$ cat src/sv/dpsm_pkg.sv
// types and constants shared by the sparse paged memory block
// no dependencies; compiled before every module of the block
package dpsm_pkg;

  localparam int ADDR_W = 32;
  localparam int DATA_W = 64;
  localparam int BYTE_W = 8;
  localparam int LANES  = 8;
  localparam int LANE_W = 3;
  localparam int NBYTES_W = 4;

  // access size codes
  localparam logic [1:0] SIZE_BYTE  = 2'd0;
  localparam logic [1:0] SIZE_WORD  = 2'd1;
  localparam logic [1:0] SIZE_DWORD = 2'd2;

  // access function codes
  localparam logic FUNC_READ  = 1'b0;
  localparam logic FUNC_WRITE = 1'b1;

  typedef struct packed {
    logic              func;
    logic [ADDR_W-1:0] addr;
    logic [1:0]        size_code;
    logic [DATA_W-1:0] write_data;
  } req_t;

  typedef struct packed {
    logic [DATA_W-1:0] read_data;
    logic              table_full;
    logic [4:0]        pages_in_use;
  } rsp_t;

  // classified access, one per queue entry
  typedef struct packed {
    logic                          is_write;
    logic [ADDR_W-1:0]             addr;
    logic [ADDR_W-1:0]             last_addr;
    logic [DATA_W-1:0]             wdata;
    logic [LANES-1:0]              lane_en;
    logic [LANES-1:0]              lane_next;
    logic [LANES-1:0][LANE_W-1:0]  lane_idx;
  } job_t;

endpackage

$ cat src/sv/dpsm_front.sv
// front end: accepts access words, classifies bytes onto lanes and pages,
// and queues them for the back end; uses dpsm_pkg
module dpsm_front (
  input  logic          clk_i,
  input  logic          rst_ni,
  input  logic          in_valid_i,
  output logic          in_stall_o,
  input  dpsm_pkg::req_t in_req_i,
  input  logic          clearing_i,
  output logic          job_valid_o,
  input  logic          job_pop_i,
  output dpsm_pkg::job_t job_o
);

  localparam int Q_DEPTH = 2;
  localparam int Q_PTR_W = $clog2(Q_DEPTH);
  localparam int Q_CNT_W = $clog2(Q_DEPTH + 1);
  localparam logic [Q_CNT_W-1:0] Q_FULL = Q_CNT_W'(Q_DEPTH);

  dpsm_pkg::job_t job_new;
  dpsm_pkg::job_t mem_q [Q_DEPTH];
  logic [Q_PTR_W-1:0] wr_ptr_q, wr_ptr_d, rd_ptr_q, rd_ptr_d;
  logic [Q_CNT_W-1:0] count_q, count_d;
  logic [dpsm_pkg::NBYTES_W-1:0] nbytes;
  logic push;

  // byte count, last byte address and lane mapping
  always_comb begin
    logic [dpsm_pkg::LANE_W-1:0] idx;
    unique case (in_req_i.size_code)
      dpsm_pkg::SIZE_BYTE:  nbytes = dpsm_pkg::NBYTES_W'(1);
      dpsm_pkg::SIZE_WORD:  nbytes = dpsm_pkg::NBYTES_W'(4);
      dpsm_pkg::SIZE_DWORD: nbytes = dpsm_pkg::NBYTES_W'(8);
      default:              nbytes = '0;
    endcase
    job_new.is_write  = (in_req_i.func == dpsm_pkg::FUNC_WRITE);
    job_new.addr      = in_req_i.addr;
    job_new.last_addr = in_req_i.addr
                      + dpsm_pkg::ADDR_W'(nbytes) - dpsm_pkg::ADDR_W'(1);
    job_new.wdata     = in_req_i.write_data;
    for (int l = 0; l < dpsm_pkg::LANES; l++) begin
      idx = dpsm_pkg::LANE_W'(l) - in_req_i.addr[dpsm_pkg::LANE_W-1:0];
      job_new.lane_idx[l]  = idx;
      job_new.lane_en[l]   = ({1'b0, idx} < nbytes);
      // lanes below the start lane hold bytes of the following 8-byte row
      job_new.lane_next[l] = (dpsm_pkg::LANE_W'(l) < in_req_i.addr[dpsm_pkg::LANE_W-1:0]);
    end
  end

  assign in_stall_o  = clearing_i | (count_q == Q_FULL);
  assign push        = in_valid_i & ~in_stall_o;
  assign job_valid_o = (count_q != '0);
  assign job_o       = mem_q[rd_ptr_q];

  always_comb begin
    wr_ptr_d = wr_ptr_q;
    rd_ptr_d = rd_ptr_q;
    count_d  = count_q;
    if (push) begin
      wr_ptr_d = wr_ptr_q + Q_PTR_W'(1);
    end
    if (job_pop_i) begin
      rd_ptr_d = rd_ptr_q + Q_PTR_W'(1);
    end
    if (push && !job_pop_i) begin
      count_d = count_q + Q_CNT_W'(1);
    end else if (!push && job_pop_i) begin
      count_d = count_q - Q_CNT_W'(1);
    end
  end

  always_ff @(posedge clk_i or negedge rst_ni) begin
    if (!rst_ni) begin
      wr_ptr_q <= '0;
      rd_ptr_q <= '0;
      count_q  <= '0;
    end else begin
      wr_ptr_q <= wr_ptr_d;
      rd_ptr_q <= rd_ptr_d;
      count_q  <= count_d;
    end
  end

  always_ff @(posedge clk_i) begin
    if (push) begin
      mem_q[wr_ptr_q] <= job_new;
    end
  end

`ifndef ASSERT_OFF
  a_queue_bound: assert property (@(posedge clk_i) disable iff (!rst_ni)
    count_q <= Q_FULL) else $error("queue count above depth");

  a_pop_nonempty: assert property (@(posedge clk_i) disable iff (!rst_ni)
    job_pop_i |-> job_valid_o) else $error("pop from empty queue");

  a_ptr_count: assert property (@(posedge clk_i) disable iff (!rst_ni)
    Q_PTR_W'(wr_ptr_q - rd_ptr_q) == count_q[Q_PTR_W-1:0])
    else $error("queue pointers disagree with count");
`endif

endmodule

$ cat config.mk
export PLATFORM = sky130hd
export DESIGN_NAME = dpsm_front
export DESIGN_NICKNAME = d
export VERILOG_FILES = /design/src/sv/dpsm_pkg.sv /design/src/sv/dpsm_front.sv
export SDC_FILE = /design/constraint.sdc
export NUM_CORES = 1
export LEC_CHECK = 0
export BUFFER_PORTS_ARGS = -buffer_cell sky130_fd_sc_hd__buf_2
export CORE_UTILIZATION = 40
export CTS_BUF_LIST = sky130_fd_sc_hd__clkbuf_8
export DETAILED_ROUTE_END_ITERATION = 6
export PLACE_DENSITY = 0.65
export SETUP_SLACK_MARGIN = 0.05
export SKIP_CTS_REPAIR_TIMING = 1
export SLEW_MARGIN = 15
export SYNTH_ARGS = -nofsm -noshare
export SYNTH_HDL_FRONTEND = slang
export SYNTH_SLANG_ARGS = --single-unit
$ cat constraint.sdc
create_clock -name clk_i -period 9.2 [get_ports clk_i]
set_clock_uncertainty 0.05 [all_clocks]
set_input_delay 0.92 -clock clk_i [delete_from_list [all_inputs] [get_ports clk_i]]
set_output_delay 0.92 -clock clk_i [all_outputs]
set_load 0.1 [all_outputs]
==> results.yml <==
outcome:
  status: "completed"
timing:
  rsz0062_at_grt: "false"
  fmax_mhz: 225
  hold_violations: 0
  maxSlewViolCount: 0
  fin_crit_ns: 4.44
  setup_viol: 0
  worstMarginPinSlew_ns: 1.11
  setup_tns_ns: 0
  relSlewSlack_pct: 26.1
  post-route-period-util_pct: 48.3
finish:
  num_antenna_cells: 0
  drive_gt1_share_pct: 44.1
  final_nets: 1276
  syn_to_final_growth_pct: 20.3
critical_path:
  worst-setup-path-type: "reg -> out"
  crit_fanout: 78
  crit_path_end_kind: "output pin"
  worstPathRequired_ns: 8.23
  crit_path_start_kind: "register"
  critical_path_arrival_ns: 3.47
placed_design:
  port_buffers: 273
  dp_hpwl_mm: 18.1
  gp_congestion: 0.807
detailed_routing:
  drt_wl_total_mm: 27.2
  drc_errors: 0
  firstDrtPassIters: 4
  detail_route.iter0.violations: 347
  routed_via_density: 4.84
  avgRoutedWirePerCell_um: 17.0
  vias: 7743
  ant_nets: 0
clock_tree:
  clk_latency_ns: 0.56
  htree_levels: 2
  cts_sinks: 312
  numCtsBuffers: 51
  cts.clk_slew.worst_paths_ns: 0.06
  cts_root_buf: "clkbuf_8"
  clock_path_buffers: 3
  cts_tree: "done"
die:
  core-area_um2: 32900
  start_util_pct: 41.1
  die_area_um2: 34500
  num_rows: 66
  die_w_um: 186
  ios: 275
  die_h_um: 186
grt:
  overflow: 0
  grt_pass1_wl_mm: 40.5
  grt_max_degree: 79
  grt_use_total_pct: 15.2
  grt_pass1_vias: 7703
  grt_antenna_before_repair: 0
synthesis:
  syn-num-nets: 983
  synth_area_um2: 13500
  synth_area_per_cell_um2: 16.3
  ys_seq_area_share_pct: 69.2
  synth_enable_flop_cells: 308
  yosys_register_bits: 312
  ys_types: 48
  yosys_warnings: 0
  synthCells: 827
  synth-main-ff-cell: "edfxtp_1"
  async_flop_share_pct: 1.28
min_path:
  hold_class: "in -> async"
job:
  drv_cap: 0
Yosys cell counts (6+ instances only):
library cell,n,share of area (%)
edfxtp_1,308,68
mux2_2,154,13
inv_1,56,1.6
ha_1,51,4.7
nand2_1,32,0.89
a21oi_1,28,1.0
xnor2_1,22,1.4
o21ai_0,21,0.78
clkbuf_1,18,0.50
buf_4,16,0.89
nor2_1,16,0.44
xor2_1,13,0.84
a21o_1,12,0.67
a31oi_1,10,0.46
nand4_1,7,0.32
nand3_1,6,0.22
worst max-delay path, cell delays in order (launching register included):
cell	delay [ns]
dfrtp_4	1.09
buf_4	0.97
mux2_2	0.36
buf_2	0.43
area by class of cell:
cell class	count	area, um^2
Sequential cell	312	9350
Tap cell	442	553
Fill cell	2884	16600
Multi-Input combinational cell	421	3750
Clock inverter	41	293
Inverter	56	210
Timing Repair Buffer	278	1400
Clock buffer	51	702
cell families (layout without fill, tap and decap cells):
kind of cell / after synthesis / in the layout / share of synthesized area (%)
flip-flops: 312 / 312 / 69.2
AND/OR/NAND/NOR: 77 / 77 / 2.62
adder cells (fa/ha/maj): 52 / 52 / 4.87
AO/OA/AOI/OAI: 101 / 101 / 4.94
multiplexers: 155 / 155 / 12.9
other: 1 / 1 / 0.0277
buffers and inverters: 94 / 426 / 3.18
XOR/XNOR: 35 / 35 / 2.27
sequential cells by signal, summed over array words and instances, names as in the netlist:
name / cells
mem_q: 308
wr_ptr_q: 1
rd_ptr_q: 1
count_q: 2
stage by stage:
step                      hold slack (ns)  worst slack [ns]  util [%]  cells  area (um^2)
final                               0.107              4.76      49.5   1601        16300
after global routing               0.0650              4.44      49.5   1601        16300
after CTS                          0.0567              4.51      49.5   1601        16300
after detailed placement            0.449              4.89      46.5   1509        15300
after global placement              0.440              5.02      46.5   1509        15300
after floorplan                     0.405             0.871         -    827        13500
layer usage:
metal | up-vias | part of all wire [%] | track usage, %
li1 | 3714 | - | -
met1 | 3742 | 42 | 19.0
met2 | 247 | 48 | 26.1
met3 | 40 | 7.5 | 3.72
met4 | 0 | 1.8 | 4.46
met5 | - | 0 | 0
placed cells by master (no fill, tap or decap), types with 4 or more instances in the layout:
cell / netlist / layout
nand3_1: 6 / 6
edfxtp_1: 308 / 308
clkinv_1: 0 / 11
nor2_1: 16 / 15
a21oi_1: 28 / 28
clkinv_2: 0 / 7
inv_1: 56 / 71
xnor2_1: 22 / 22
a21boi_0: 4 / 4
a21o_1: 12 / 12
o21ai_0: 21 / 21
mux2_2: 154 / 154
buf_2: 1 / 273
nand4_1: 7 / 7
a31oi_1: 10 / 10
clkbuf_8: 0 / 51
bufinv_16: 0 / 4
buf_4: 16 / 5
xor2_1: 13 / 13
ha_1: 51 / 51
nand2_1: 32 / 32
final timing paths:
check	startpoint	end	slack, ns	cells past startpoint
setup / recovery	rd_ptr_q	job_o[16]	4.76	3
hold / removal	rst_ni	wr_ptr_q	0.11	1
setup reg to reg	count_q[0]	mem_q[0][43]	6.29	5
hold reg to reg	count_q[1]	count_q[1]	0.47	1
max in group asynchronous	rst_ni	rd_ptr_q	8.85	1
min in group clk_i	count_q[1]	count_q[1]	0.47	1
Power is not shown: default switching activity piles up to over one toggle a cycle in this logic, so the estimate is an artifact.
